[config.mk]
export PLATFORM = sky130hd
export DESIGN_NAME = slow_data_text_message_decoder_flat
export DESIGN_NICKNAME = d
export VERILOG_FILES = /design/src/sdtmd_pkg.sv /design/src/sdtmd_if.sv /design/src/sdtmd_ram.sv /design/src/sdtmd_decoder.sv /design/src/sdtmd_readout.sv /design/src/slow_data_text_message_decoder.sv /design/src/flat_wrapper.sv
export SDC_FILE = /design/constraint.sdc
export NUM_CORES = 1
export LEC_CHECK = 0
export BUFFER_PORTS_ARGS = -buffer_cell sky130_fd_sc_hd__buf_2
export CORE_MARGIN = 2
export CORE_UTILIZATION = 61
export DETAILED_ROUTE_END_ITERATION = 7
export PLACE_DENSITY = 0.79
export SYNTH_ARGS = -nofsm -noshare
export SYNTH_HDL_FRONTEND = slang
export SYNTH_HIERARCHICAL = 1
export SYNTH_SLANG_ARGS = --single-unit
[constraint.sdc]
create_clock -name clk -period 3.8 [get_ports clk]
set_clock_uncertainty 0.15 [all_clocks]
set_input_delay 0.38 -clock clk [delete_from_list [all_inputs] [get_ports clk]]
set_output_delay 0.38 -clock clk [all_outputs]
set_load 0.02 [all_outputs]
[src/sdtmd_pkg.sv]
// Package of the slow-data text message decoder: types, constants, helpers.
package sdtmd_pkg;

    localparam int MSG_LEN    = 20;
    localparam int CHAR_IDX_W = 5;
    localparam int CHAR_W     = 8;
    localparam int STAGE_W    = 4;

    localparam logic [STAGE_W-1:0] STAGE_FIRST = 4'd1;
    localparam logic [STAGE_W-1:0] STAGE_LAST  = 4'd8;

    localparam logic [7:0] SYNC_SEQ   = 8'h00;
    localparam logic [7:0] SYNC_BYTE0 = 8'h55;
    localparam logic [7:0] SYNC_BYTE1 = 8'h2d;
    localparam logic [7:0] SYNC_BYTE2 = 8'h16;

    localparam logic [7:0] HEADER_BASE = 8'h30;

    localparam logic [7:0] KEY_BYTE0 = 8'h70;
    localparam logic [7:0] KEY_BYTE1 = 8'h4f;
    localparam logic [7:0] KEY_BYTE2 = 8'h93;

    typedef struct packed {
        logic [7:0] frame_seq;
        logic [7:0] slow_byte0;
        logic [7:0] slow_byte1;
        logic [7:0] slow_byte2;
    } frame_t;

    typedef struct packed {
        logic                  text_valid;
        logic [CHAR_IDX_W-1:0] char_index;
        logic [CHAR_W-1:0]     text_char;
        logic                  last;
    } result_t;

    // Readout request: start one job, either a full message or one status result.
    typedef struct packed {
        logic start;
        logic text;
    } job_t;

    // First message position that a stage writes.
    function automatic logic [CHAR_IDX_W-1:0] block_base(input logic [STAGE_W-1:0] stage);
        logic [CHAR_IDX_W-1:0] base;
        unique case (stage)
            4'd2:    base = 5'd2;
            4'd3:    base = 5'd5;
            4'd4:    base = 5'd7;
            4'd5:    base = 5'd10;
            4'd6:    base = 5'd12;
            4'd7:    base = 5'd15;
            4'd8:    base = 5'd17;
            default: base = 5'd0;
        endcase
        return base;
    endfunction

endpackage

[src/sdtmd_if.sv]
// Valid/ready channel interfaces for voice frames and decoded results.
interface sdtmd_frame_if;
    logic       valid;
    logic       ready;
    logic [7:0] frame_seq;
    logic [7:0] slow_byte0;
    logic [7:0] slow_byte1;
    logic [7:0] slow_byte2;

    modport source (output valid, output frame_seq, output slow_byte0, output slow_byte1,
                    output slow_byte2, input ready);
    modport sink   (input valid, input frame_seq, input slow_byte0, input slow_byte1,
                    input slow_byte2, output ready);
endinterface

interface sdtmd_result_if;
    logic                               valid;
    logic                               ready;
    logic                               text_valid;
    logic [sdtmd_pkg::CHAR_IDX_W-1:0]   char_index;
    logic [sdtmd_pkg::CHAR_W-1:0]       text_char;
    logic                               last;

    modport source (output valid, output text_valid, output char_index, output text_char,
                    output last, input ready);
    modport sink   (input valid, input text_valid, input char_index, input text_char,
                    input last, output ready);
endinterface

[src/sdtmd_ram.sv]
// Generic single-write, single-read RAM with registered read data.
module sdtmd_ram #(
    parameter int DATA_W = 8,
    parameter int DEPTH  = 20
) (
    input  logic                     clk,
    input  logic                     we,
    input  logic [$clog2(DEPTH)-1:0] waddr,
    input  logic [DATA_W-1:0]        wdata,
    input  logic [$clog2(DEPTH)-1:0] raddr,
    output logic [DATA_W-1:0]        rdata
);

    logic [DATA_W-1:0] mem [DEPTH];

    always_ff @(posedge clk)
    begin
        if (we)
        begin
            mem[waddr] <= wdata;
        end
        rdata <= mem[raddr];
    end

endmodule

[src/sdtmd_decoder.sv]
// Frame decoder: sync and stage tracking, descramble, character writes.
module sdtmd_decoder (
    input  logic                              clk,
    input  logic                              rst_n,
    input  logic                              accept,
    input  sdtmd_pkg::frame_t                 frame_data,
    output logic                              idle,
    output logic                              we,
    output logic [sdtmd_pkg::CHAR_IDX_W-1:0]  waddr,
    output logic [sdtmd_pkg::CHAR_W-1:0]      wdata,
    output sdtmd_pkg::job_t                   job
);

    typedef enum logic [1:0] {
        ST_IDLE  = 2'b01,
        ST_WRITE = 2'b10
    } state_t;

    state_t state_reg, state_next;

    logic                              synced_reg, synced_next;
    logic [sdtmd_pkg::STAGE_W-1:0]     stage_reg, stage_next;
    logic                              done_reg, done_next;
    logic [1:0]                        left_reg, left_next;
    logic [1:0]                        pos_reg, pos_next;
    logic [sdtmd_pkg::CHAR_IDX_W-1:0]  base_reg;
    logic [sdtmd_pkg::CHAR_W-1:0]      chars_reg [3];

    logic       sync_hit;
    logic       stage_match;
    logic       odd_hit;
    logic       even_hit;
    logic [7:0] header;

    always_comb
    begin
        sync_hit = (frame_data.frame_seq  == sdtmd_pkg::SYNC_SEQ)
                && (frame_data.slow_byte0 == sdtmd_pkg::SYNC_BYTE0)
                && (frame_data.slow_byte1 == sdtmd_pkg::SYNC_BYTE1)
                && (frame_data.slow_byte2 == sdtmd_pkg::SYNC_BYTE2);
        stage_match = synced_reg
                   && (stage_reg >= sdtmd_pkg::STAGE_FIRST)
                   && (stage_reg <= sdtmd_pkg::STAGE_LAST)
                   && (frame_data.frame_seq == {4'd0, stage_reg});
        header   = sdtmd_pkg::HEADER_BASE + {5'd0, stage_reg[3:1]};
        odd_hit  = !sync_hit && stage_match && stage_reg[0]
                && (frame_data.slow_byte0 == header);
        even_hit = !sync_hit && stage_match && !stage_reg[0];
    end

    always_comb
    begin
        state_next  = state_reg;
        synced_next = synced_reg;
        stage_next  = stage_reg;
        done_next   = done_reg;
        left_next   = left_reg;
        pos_next    = pos_reg;
        job         = '0;
        we          = 1'b0;
        unique case (state_reg)
            ST_IDLE:
            begin
                if (accept)
                begin
                    state_next = ST_WRITE;
                    done_next  = 1'b0;
                    pos_next   = 2'd0;
                    left_next  = 2'd0;
                    if (sync_hit)
                    begin
                        synced_next = 1'b1;
                        stage_next  = sdtmd_pkg::STAGE_FIRST;
                    end
                    else if (odd_hit)
                    begin
                        left_next  = 2'd2;
                        stage_next = stage_reg + 4'd1;
                    end
                    else if (even_hit)
                    begin
                        left_next = 2'd3;
                        if (stage_reg == sdtmd_pkg::STAGE_LAST)
                        begin
                            synced_next = 1'b0;
                            stage_next  = '0;
                            done_next   = 1'b1;
                        end
                        else
                        begin
                            stage_next = stage_reg + 4'd1;
                        end
                    end
                end
            end
            ST_WRITE:
            begin
                if (left_reg != 2'd0)
                begin
                    we        = 1'b1;
                    left_next = left_reg - 2'd1;
                    pos_next  = pos_reg + 2'd1;
                end
                else
                begin
                    // All characters are in memory: hand the result job to readout.
                    job.start  = 1'b1;
                    job.text   = done_reg;
                    state_next = ST_IDLE;
                end
            end
            default:
            begin
                state_next = ST_IDLE;
            end
        endcase
    end

    assign waddr = base_reg + {3'd0, pos_reg};
    assign wdata = chars_reg[pos_reg];
    assign idle  = (state_reg == ST_IDLE);

    always_ff @(posedge clk or negedge rst_n)
    begin
        if (!rst_n)
        begin
            state_reg  <= ST_IDLE;
            synced_reg <= 1'b0;
            stage_reg  <= '0;
            done_reg   <= 1'b0;
            left_reg   <= 2'd0;
            pos_reg    <= 2'd0;
        end
        else
        begin
            state_reg  <= state_next;
            synced_reg <= synced_next;
            stage_reg  <= stage_next;
            done_reg   <= done_next;
            left_reg   <= left_next;
            pos_reg    <= pos_next;
        end
    end

    // Latch descrambled characters and the target position on accept.
    always_ff @(posedge clk)
    begin
        if (accept && idle)
        begin
            base_reg <= sdtmd_pkg::block_base(stage_reg);
            if (stage_reg[0])
            begin
                chars_reg[0] <= frame_data.slow_byte1 ^ sdtmd_pkg::KEY_BYTE1;
                chars_reg[1] <= frame_data.slow_byte2 ^ sdtmd_pkg::KEY_BYTE2;
                chars_reg[2] <= '0;
            end
            else
            begin
                chars_reg[0] <= frame_data.slow_byte0 ^ sdtmd_pkg::KEY_BYTE0;
                chars_reg[1] <= frame_data.slow_byte1 ^ sdtmd_pkg::KEY_BYTE1;
                chars_reg[2] <= frame_data.slow_byte2 ^ sdtmd_pkg::KEY_BYTE2;
            end
        end
    end

endmodule

[src/sdtmd_readout.sv]
// Readout: walks the message memory and feeds results through an output register and skid.
module sdtmd_readout (
    input  logic                              clk,
    input  logic                              rst_n,
    input  sdtmd_pkg::job_t                   job,
    output logic                              busy,
    output logic [sdtmd_pkg::CHAR_IDX_W-1:0]  raddr,
    input  logic [sdtmd_pkg::CHAR_W-1:0]      rdata,
    input  logic                              out_ready,
    output logic                              out_valid,
    output sdtmd_pkg::result_t                out_item
);

    localparam logic [sdtmd_pkg::CHAR_IDX_W-1:0] LAST_IDX =
        sdtmd_pkg::CHAR_IDX_W'(sdtmd_pkg::MSG_LEN - 1);

    logic                              active_reg;
    logic                              text_reg;
    logic [sdtmd_pkg::CHAR_IDX_W-1:0]  idx_reg;

    logic                              fl_valid_reg;
    logic                              fl_text_reg;
    logic                              fl_last_reg;
    logic [sdtmd_pkg::CHAR_IDX_W-1:0]  fl_idx_reg;

    logic                              out_valid_reg;
    sdtmd_pkg::result_t                out_item_reg;
    logic                              skid_valid_reg;
    sdtmd_pkg::result_t                skid_item_reg;

    logic               take;
    logic [1:0]         occ;
    logic               issue;
    logic               issue_last;
    sdtmd_pkg::result_t landing;

    always_comb
    begin
        take  = out_valid_reg && out_ready;
        occ   = 2'(out_valid_reg) + 2'(skid_valid_reg) + 2'(fl_valid_reg) - 2'(take);
        // Issue a read only when a slot is sure to be free as the data lands.
        issue = active_reg && (occ <= 2'd1);
        issue_last = !text_reg || (idx_reg == LAST_IDX);

        landing.text_valid = fl_text_reg;
        landing.char_index = fl_text_reg ? fl_idx_reg : '0;
        landing.text_char  = fl_text_reg ? rdata : '0;
        landing.last       = fl_last_reg;
    end

    assign raddr     = idx_reg;
    assign busy      = active_reg || fl_valid_reg || skid_valid_reg;
    assign out_valid = out_valid_reg;
    assign out_item  = out_item_reg;

    always_ff @(posedge clk or negedge rst_n)
    begin
        if (!rst_n)
        begin
            active_reg     <= 1'b0;
            fl_valid_reg   <= 1'b0;
            out_valid_reg  <= 1'b0;
            skid_valid_reg <= 1'b0;
        end
        else
        begin
            if (job.start)
            begin
                active_reg <= 1'b1;
            end
            else if (issue && issue_last)
            begin
                active_reg <= 1'b0;
            end
            fl_valid_reg <= issue;
            if (take || !out_valid_reg)
            begin
                if (skid_valid_reg)
                begin
                    out_valid_reg  <= 1'b1;
                    skid_valid_reg <= fl_valid_reg;
                end
                else
                begin
                    out_valid_reg <= fl_valid_reg;
                end
            end
            else if (fl_valid_reg)
            begin
                skid_valid_reg <= 1'b1;
            end
        end
    end

    always_ff @(posedge clk)
    begin
        if (job.start)
        begin
            text_reg <= job.text;
            idx_reg  <= '0;
        end
        else if (issue)
        begin
            idx_reg <= idx_reg + 5'd1;
        end
        if (issue)
        begin
            fl_text_reg <= text_reg;
            fl_idx_reg  <= idx_reg;
            fl_last_reg <= issue_last;
        end
        if (take || !out_valid_reg)
        begin
            if (skid_valid_reg)
            begin
                out_item_reg  <= skid_item_reg;
                skid_item_reg <= landing;
            end
            else
            begin
                out_item_reg <= landing;
            end
        end
        else if (fl_valid_reg)
        begin
            skid_item_reg <= landing;
        end
    end

endmodule

[src/slow_data_text_message_decoder.sv]
// Top level of the slow-data text message decoder.
//
// Channels: frame (sink) takes one voice frame per transaction: the sequence
// byte and three scrambled slow-data bytes. result (source) gives one
// transaction per result: text_valid, char_index, text_char, last.
// Each frame yields one status transaction (text_valid 0, last 1), except the
// frame that completes a message, which yields the 20 characters in order
// with last on index 19.
// Path: once a frame is accepted, the decoder writes its characters (0, 2
// or 3) and hands a job to readout, which passes each result through its
// in-flight register and the output register. Flow: one frame is in work at
// a time. frame.ready rises again once the previous frame's results have all
// reached the output register. The message memory has one write port, so
// characters go in one per cycle, and readout reads it one character per
// cycle through its single read port while the output path has room.
// Reset clears sync and stage and empties the output path; the message
// memory is not cleared, since a message is only read after all 20
// characters have been written since the last sync.
// A stalled receiver holds the current result steady; readout pauses and
// resumes without loss through an output register and a one-entry skid.
module slow_data_text_message_decoder (
    input  logic                  clk,
    input  logic                  rst_n,
    sdtmd_frame_if.sink           frame,
    sdtmd_result_if.source        result
);

    logic                              accept;
    logic                              dec_idle;
    logic                              ro_busy;
    sdtmd_pkg::frame_t                 frame_data;
    sdtmd_pkg::job_t                   job;
    sdtmd_pkg::result_t                out_item;
    logic                              out_valid;
    logic                              we;
    logic [sdtmd_pkg::CHAR_IDX_W-1:0]  waddr;
    logic [sdtmd_pkg::CHAR_W-1:0]      wdata;
    logic [sdtmd_pkg::CHAR_IDX_W-1:0]  raddr;
    logic [sdtmd_pkg::CHAR_W-1:0]      rdata;

    // Take a frame only when the decoder is idle and readout has drained.
    assign frame.ready = dec_idle && !ro_busy;
    assign accept      = frame.valid && frame.ready;

    assign frame_data.frame_seq  = frame.frame_seq;
    assign frame_data.slow_byte0 = frame.slow_byte0;
    assign frame_data.slow_byte1 = frame.slow_byte1;
    assign frame_data.slow_byte2 = frame.slow_byte2;

    sdtmd_decoder u_decoder (
        .clk        (clk),
        .rst_n      (rst_n),
        .accept     (accept),
        .frame_data (frame_data),
        .idle       (dec_idle),
        .we         (we),
        .waddr      (waddr),
        .wdata      (wdata),
        .job        (job)
    );

    // Message store: 20 characters, written by the decoder, read by readout.
    sdtmd_ram #(
        .DATA_W (sdtmd_pkg::CHAR_W),
        .DEPTH  (sdtmd_pkg::MSG_LEN)
    ) u_msg_ram (
        .clk   (clk),
        .we    (we),
        .waddr (waddr),
        .wdata (wdata),
        .raddr (raddr),
        .rdata (rdata)
    );

    sdtmd_readout u_readout (
        .clk       (clk),
        .rst_n     (rst_n),
        .job       (job),
        .busy      (ro_busy),
        .raddr     (raddr),
        .rdata     (rdata),
        .out_ready (result.ready),
        .out_valid (out_valid),
        .out_item  (out_item)
    );

    assign result.valid      = out_valid;
    assign result.text_valid = out_item.text_valid;
    assign result.char_index = out_item.char_index;
    assign result.text_char  = out_item.text_char;
    assign result.last       = out_item.last;

endmodule

[src/flat_wrapper.sv]
// flat-port wrapper written by rule: the top's interface ports become plain ports
module slow_data_text_message_decoder_flat 
  (clk, rst_n, frame_valid, frame_frame_seq, frame_slow_byte0, frame_slow_byte1, frame_slow_byte2, frame_ready, result_valid, result_text_valid, result_char_index, result_text_char, result_last, result_ready);
  sdtmd_frame_if frame_i ();
  sdtmd_result_if result_i ();
  input  logic clk;
  input  logic rst_n;
  input wire logic [$bits(frame_i.valid)-1:0] frame_valid;
  input wire logic [$bits(frame_i.frame_seq)-1:0] frame_frame_seq;
  input wire logic [$bits(frame_i.slow_byte0)-1:0] frame_slow_byte0;
  input wire logic [$bits(frame_i.slow_byte1)-1:0] frame_slow_byte1;
  input wire logic [$bits(frame_i.slow_byte2)-1:0] frame_slow_byte2;
  output wire logic [$bits(frame_i.ready)-1:0] frame_ready;
  output wire logic [$bits(result_i.valid)-1:0] result_valid;
  output wire logic [$bits(result_i.text_valid)-1:0] result_text_valid;
  output wire logic [$bits(result_i.char_index)-1:0] result_char_index;
  output wire logic [$bits(result_i.text_char)-1:0] result_text_char;
  output wire logic [$bits(result_i.last)-1:0] result_last;
  input wire logic [$bits(result_i.ready)-1:0] result_ready;
  assign frame_i.valid = frame_valid;
  assign frame_i.frame_seq = frame_frame_seq;
  assign frame_i.slow_byte0 = frame_slow_byte0;
  assign frame_i.slow_byte1 = frame_slow_byte1;
  assign frame_i.slow_byte2 = frame_slow_byte2;
  assign frame_ready = frame_i.ready;
  assign result_valid = result_i.valid;
  assign result_text_valid = result_i.text_valid;
  assign result_char_index = result_i.char_index;
  assign result_text_char = result_i.text_char;
  assign result_last = result_i.last;
  assign result_i.ready = result_ready;
  slow_data_text_message_decoder u_core (.clk(clk), .rst_n(rst_n), .frame(frame_i), .result(result_i));
endmodule
==> out/qor.txt, run 1 <==
Met3 WL -> 1760 um
Async SR Flop Fraction -> 0.0625
Met2 WL -> 11,200 um
HPWL after DPL -> 14,400 um
Final wirelength -> 22,100 um
Fillers -> 1,081
Highest metal layer with signal wires -> met4
Max reg flops -> 160
Remaining global-route overflow -> 0
Row count -> 48
Setup violators final -> 0
Register bit count reported by yosys -> 256
Post-Synth XOR/XNOR Area -> 0.00890
First-pass GRT wire length -> 33,900 um
Final ANT Viol Nets -> 0
Antenna violations before repair -> 0
RSZ-0062 raised after global routing -> no
M1 wire length -> 8520 um
CTS Buffer Depth -> 3
MaxCap Viol Count -> 0
Number of synthesized flops with an enable pin -> 227
Die ar. -> 0.0188 mm^2
TritonRoute pass-1 iters -> 6
Count of final hold-check violations -> 0
Die Span Y -> 137 um
Leak Pwr -> 4.30 nW
Final GP Congestion -> 0.900
Wire per inst -> 22.6 um
Mapped Avg Cell Area -> 16.2 um^2
Final nets -> 784
Hold Crit Class -> in2reg
CTS tree -> done
Pwr per Cell Area -> 679 mW/mm^2
Yosys top cell area share -> 0.630
WP data required -> 3.80 ns
Slew HR -> 0.190
Netlist cell types -> 70
Final Slew Violations -> 0
Most common cell after layout, fill and taps aside -> edfxtp_1
Synthesized-area fraction occupied by adder cells -> 0.0134
Sequential share of the synthesized area -> 0.691
DR iter-0 viols -> 752
Synth Cell Area -> 0.0108 mm^2
Mux share of post-synthesis cell area -> 0.125
IO Port Bufs -> 52
VDD IR max -> 0.000424 V
Vias in the first global route -> 6,181
Worst-path maximum fanout -> 8
Top post-synthesis cells by area -> edfxtp_1, mux4_2, dfrtp_1, mux2i_1, mux4_1
Count of cells resized by post-cts repair -> 0
Post-Synthesis Cells -> 668
Total CTS buffers -> 25
H-tree depth -> 1
Detailed-route via count -> 6,166
Top_reg_cell synth -> edfxtp_1
Largest net degree at the start of global routing -> 32
Worst-Skew Late Latency -> 0.52 ns
Vias per inst -> 6.30
Area of the multi-input gates -> 0.00311 mm^2
Crit path launch type -> flop
Outcome -> finished, final reports clean
Initial Utilization -> 0.626
Layout cells sized above 1 -> 0.215
Synth warn -> 6
Simple-gate portion of the synthesized area -> 0.0920
Fin Hold WS -> 0.0232 ns
Largest family of logic cells by synthesized area -> multiplexers
Clock Tree Root -> clkbuf_16
Design Power -> 8.20 mW
Min Tclk post-route -> 2.99 ns
Post-layout util -> 0.699
Crit path kind -> reg2reg
Synth Area in Compound Gates -> 0.0459
Most frequent cells in the layout -> edfxtp_1, buf_2, nor2_1, nand2_1, mux2i_1
Final worst-path cycle share -> 0.787
Die X -> 137 um
Area leader, netlist -> edfxtp_1
Core Area -> 0.0173 mm^2
WP data arrival -> 2.99 ns
Least-Margin Pin Slew -> 1.22 ns
Clock sink count -> 256
Antenna diodes -> 0
Area Overhead vs Synth -> 11.7%
Reg area -> 0.00748 mm^2
Remaining DRCs -> 0
CTS clk-pin slew, worst paths -> 0.06 ns
Setup_tns -> 0 ns
Gr usage total -> 0.242
Top Ports -> 53
CP Capture Type -> flop
F_max -> 335 MHz
Synthesized Nets -> 715
[power by group]
| part | total [mW] | internal, mW | switching (mW) |
|---|---|---|---|
| Combinational | 1.98 | 0.718 | 1.26 |
| Clock | 2.29 | 1.30 | 0.986 |
| Sequential | 3.94 | 3.75 | 0.190 |
[worst paths after layout]
| path | start | endpoint | slack, ns | cells past startpoint |
|---|---|---|---|---|
| setup / recovery | u_core/u_decoder/pos_reg[0]$_DFFE_PN0P_ | u_core/u_msg_ram/mem[11][3]$_DFFE_PP_ | 0.81 | 7 |
| hold / removal | frame_slow_byte1[5] | u_core/u_decoder/chars_reg[1][5]$_DFFE_PP_ | 0.02 | 3 |
| setup reg to reg | u_core/u_decoder/pos_reg[0]$_DFFE_PN0P_ | u_core/u_msg_ram/mem[11][3]$_DFFE_PP_ | 0.81 | 7 |
| hold reg to reg | u_core/u_readout/fl_last_reg$_DFFE_PP_ | u_core/u_readout/skid_item_reg[0]$_DFFE_PP_ | 0.31 | 0 |
| max in group asynchronous | rst_n | u_core/u_decoder/state_reg[0]$_DFFE_PN1P_ | 3.01 | 2 |
| min in group asynchronous | rst_n | u_core/u_decoder/stage_reg[3]$_DFFE_PN0P_ | 0.17 | 2 |
[area by class of cell]
class,instances,share of cell area
sequential,256,0.619
clock inverter,7,0.00507
tap,225,0.0233
timing repair buffer,71,0.0338
inverter,17,0.00528
clock buffer,37,0.0563
multi-input combinational,366,0.257
[synthesized netlist by cell type (all sizes together), types with 10 or more instances]
master,number
mux2i,36
nand2,40
mux4,32
clkbuf,15
mux2,19
nor2,48
ha,10
edfxtp,227
dfxtp,13
and2,17
a21oi,16
o21ai,29
dfrtp,15
inv,17
buf,14
[critical path, stage by stage (launching register included)]
cell	delay, ns
dfrtp_1	0.36
ha_1	0.19
inv_1	0.06
fa_1	0.39
nand3b_1	0.21
xnor2_1	0.20
or3b_2	0.53
nor2_1	0.53
[metal layers]
metal,up-vias,GRT usage
met4,0,0.0888
li1,2735,-
met2,312,0.404
met5,-,0
met1,3060,0.319
met3,59,0.0478
[per-stage QoR]
step                      setup slack (ns)  area (um^2)  instances
after floorplan                      0.882        10800        668
after global placement               0.980        11300        933
after detailed placement             0.869        11300        933
after CTS                            0.825        12100        979
after global routing                 0.697        12100        979
final                                0.811        12100        979
[what timing repair did]
item	CTS	global route
hold buffers	2	0
endpoints found under the hold margin	17	0
setup buffers	0	0
[logic make-up (layout without fill, tap and decap cells)]
logic type,count (synthesis),after routing
multiplexers,87,87
XOR/XNOR,11,11
AND/OR/NAND/NOR,180,180
adder cells (fa/ha/maj),11,11
flip-flops,256,256
AO/OA/AOI/OAI,77,77
buffers and inverters,46,132
Note: power is estimated with default switching activity, not from simulation.
==> inputs of run 2 (changes only) <==
--- a/config.mk
+++ b/config.mk
@@ -7,9 +7,9 @@
 export LEC_CHECK = 0
 export BUFFER_PORTS_ARGS = -buffer_cell sky130_fd_sc_hd__buf_2
 export CORE_MARGIN = 2
-export CORE_UTILIZATION = 61
+export CORE_UTILIZATION = 55
 export DETAILED_ROUTE_END_ITERATION = 7
-export PLACE_DENSITY = 0.79
+export PLACE_DENSITY = 0.76
 export SYNTH_ARGS = -nofsm -noshare
 export SYNTH_HDL_FRONTEND = slang
 export SYNTH_HIERARCHICAL = 1
==> constraint.sdc (replaced) <==
create_clock -name clk -period 2.7 [get_ports clk]
set_clock_uncertainty 0.15 [all_clocks]
set_input_delay 0.27 -clock clk [delete_from_list [all_inputs] [get_ports clk]]
set_output_delay 0.27 -clock clk [all_outputs]
set_load 0.02 [all_outputs]
==> run 2 against run 1 <==
Count of clock-buffer cells in the layout up 5. Register-to-register slack got worse by 0.71 ns. Setup slack worse by 0.71 ns. Global-route usage down 2.2 points. Non-clock buffer count increased by 63. Wire length up 0.42%. Die area grew 11%. Critical path depth rose by 2. Combinational power increased by 55%.
==> out/qor.txt, run 2 (synthesis gave the netlist of run 1 again) <==
Outcome -> finished, final reports clean
Vias per inst -> 5.84 (-7.3%)
CP max-delay cell -> fa_1
Remaining global-route overflow -> 0 (unchanged)
Die Span Y -> 144 um (+5.2%)
Final nets -> 848 (+8.2%)
WP data arrival -> 2.68 ns (-0.31 ns)
CTS clk-pin slew, worst paths -> 0.06 ns (about the same)
Crit path launch type -> flop
Least-Margin Pin Slew -> 0.639 ns (-0.576 ns)
Setup_tns -> 0 ns (unchanged)
Vias in the first global route -> 6,405 (+3.6%)
Hold Crit Class -> in2reg
Design Power -> 12.4 mW (+51%)
Wire per inst -> 20.4 um (-9.5%)
Total CTS buffers -> 26 (+4.0%)
Area Overhead vs Synth -> 19.7%
CP Capture Type -> flop
TritonRoute pass-1 iters -> 5 (-1)
Gr usage total -> 0.220 (-0.0219)
Final ANT Viol Nets -> 0 (unchanged)
Detailed-route via count -> 6,343 (+2.9%)
Worst slack at placement -> -0.0566 ns (-0.925 ns)
Worst-Skew Late Latency -> 0.53 ns (about the same)
Clock Tree Root -> clkbuf_16
Slowest stage delay, CP -> 0.38 ns (-0.15 ns)
Final GP Congestion -> 0.874 (-3.0%)
Crit-path cells -> ha_2 > inv_1 > fa_1 > nand3b_1 > xnor2_1 > buf_4 > or3_4 > nor2_2 > buf_6
MaxCap Viol Count -> 0 (unchanged)
Initial Utilization -> 0.558 (-0.0678)
VDD IR max -> 0.000534 V (+26%)
F_max -> 385 MHz (+15%)
Die X -> 144 um (+5.2%)
Largest net degree at the start of global routing -> 32 (unchanged)
Slew HR -> 0.573 (+0.383)
Final worst-path cycle share -> 0.963 (+0.176)
Final Slew Violations -> 0 (unchanged)
First-pass GRT wire length -> 34,400 um (+1.4%)
HPWL after DPL -> 14,000 um (-2.8%)
Worst-path maximum fanout -> 6 (-2)
Crit path kind -> reg2reg
Critical path's top delay family -> simple AND/OR/NAND/NOR gates
Clock sink count -> 256 (unchanged)
Buf/Inv on CP -> 3 (+2)
Layout cells sized above 1 -> 0.267 (+0.0519)
Remaining DRCs -> 0 (unchanged)
Most common cell after layout, fill and taps aside -> edfxtp_1
Antenna diodes -> 0 (unchanged)
Final wirelength -> 22,200 um (+0.42%)
Antenna violations before repair -> 0 (unchanged)
Post-CTS Setup Bufs -> 0 (unchanged)
CTS Buffer Depth -> 3 (unchanged)
DR iter-0 viols -> 614 (-18%)
Pwr per Cell Area -> 959 mW/mm^2 (+41%)
Core Area -> 0.0194 mm^2 (+12%)
H-tree depth -> 1 (unchanged)
CTS tree -> done
IO Port Bufs -> 52 (unchanged)
Top Ports -> 53 (unchanged)
Leak Pwr -> 4.71 nW (+9.7%)
Row count -> 51 (+6.3%)
Fin area -> 0.0129 mm^2 (+7.2%)
Most frequent cells in the layout -> edfxtp_1, buf_2, buf_4, nand2_1, nor2_1
Count of final hold-check violations -> 0 (unchanged)
Area after DPL -> 0.0117 mm^2 (+3.1%)
Setup violators final -> 0 (unchanged)
Die ar. -> 0.0208 mm^2 (+11%)
Max reg flops -> 160 (unchanged)
Final WS setup -> 0.100 ns (-0.711 ns)
WP data required -> 2.78 ns (-1.02 ns)
Min Tclk post-route -> 2.60 ns (-0.389 ns)
[run 2: power breakdown]
group / internal [mW] / switching [mW] / total, mW
Sequential: 5.26 / 0.204 / 5.46
Combinational: 1.22 / 1.85 / 3.07
Clock: 2.45 / 1.43 / 3.88
[run 2: worst paths after layout]
path | from | to | slack [ns] | cells past startpoint
setup / recovery | u_core/u_decoder/pos_reg[0]$_DFFE_PN0P_ | u_core/u_msg_ram/mem[2][3]$_DFFE_PP_ | 0.10 | 9
hold / removal | frame_slow_byte0[1] | u_core/u_decoder/chars_reg[0][1]$_DFFE_PP_ | 0.03 | 3
setup reg to reg | u_core/u_decoder/pos_reg[0]$_DFFE_PN0P_ | u_core/u_msg_ram/mem[2][3]$_DFFE_PP_ | 0.10 | 9
hold reg to reg | u_core/u_readout/fl_last_reg$_DFFE_PP_ | u_core/u_readout/skid_item_reg[0]$_DFFE_PP_ | 0.31 | 0
max in group asynchronous | rst_n | u_core/u_decoder/state_reg[0]$_DFFE_PN1P_ | 2.03 | 2
min in group asynchronous | rst_n | u_core/u_decoder/synced_reg$_DFFE_PN0P_ | 0.05 | 2
[run 2: area by class of cell]
cell class                 count  area [um^2]
clock inverter                 6          129
sequential                   256         7480
tap                          265          332
timing repair buffer         134          966
inverter                      17         63.8
fill                        1293         6450
clock buffer                  42          822
multi-input combinational    366         3160
[run 2: repair_timing]
item / in CTS / in global routing
hold endpoints to repair: 41 / 0
hold buffers: 25 / 0
pin swaps: 0 / 1
setup endpoints to repair: 13 / 67
gates resized for setup: 4 / 14
[run 2: through the flow]
step,hold slack (ns),cells,util
floorplan,-0.176,668,-
global placement,0.0522,1013,0.602
detailed placement,0.0649,1013,0.602
CTS,0.000796,1086,0.665
global route,0.0225,1086,0.668
finish,0.0287,1086,0.668
[run 2: per-layer routing]
layer | global-route usage | wire length (um) | up-vias
li1 | - | - | 2858
met1 | 0.270 | 8490 | 3149
met2 | 0.393 | 11500 | 286
met3 | 0.0401 | 1530 | 50
met4 | 0.0766 | 654 | 0
met5 | 0 | 0 | -
[run 2: tightest hold or removal path: stages]
cell     delay (ns)
buf_2          0.12
nor2_1         0.05
a21oi_1        0.14
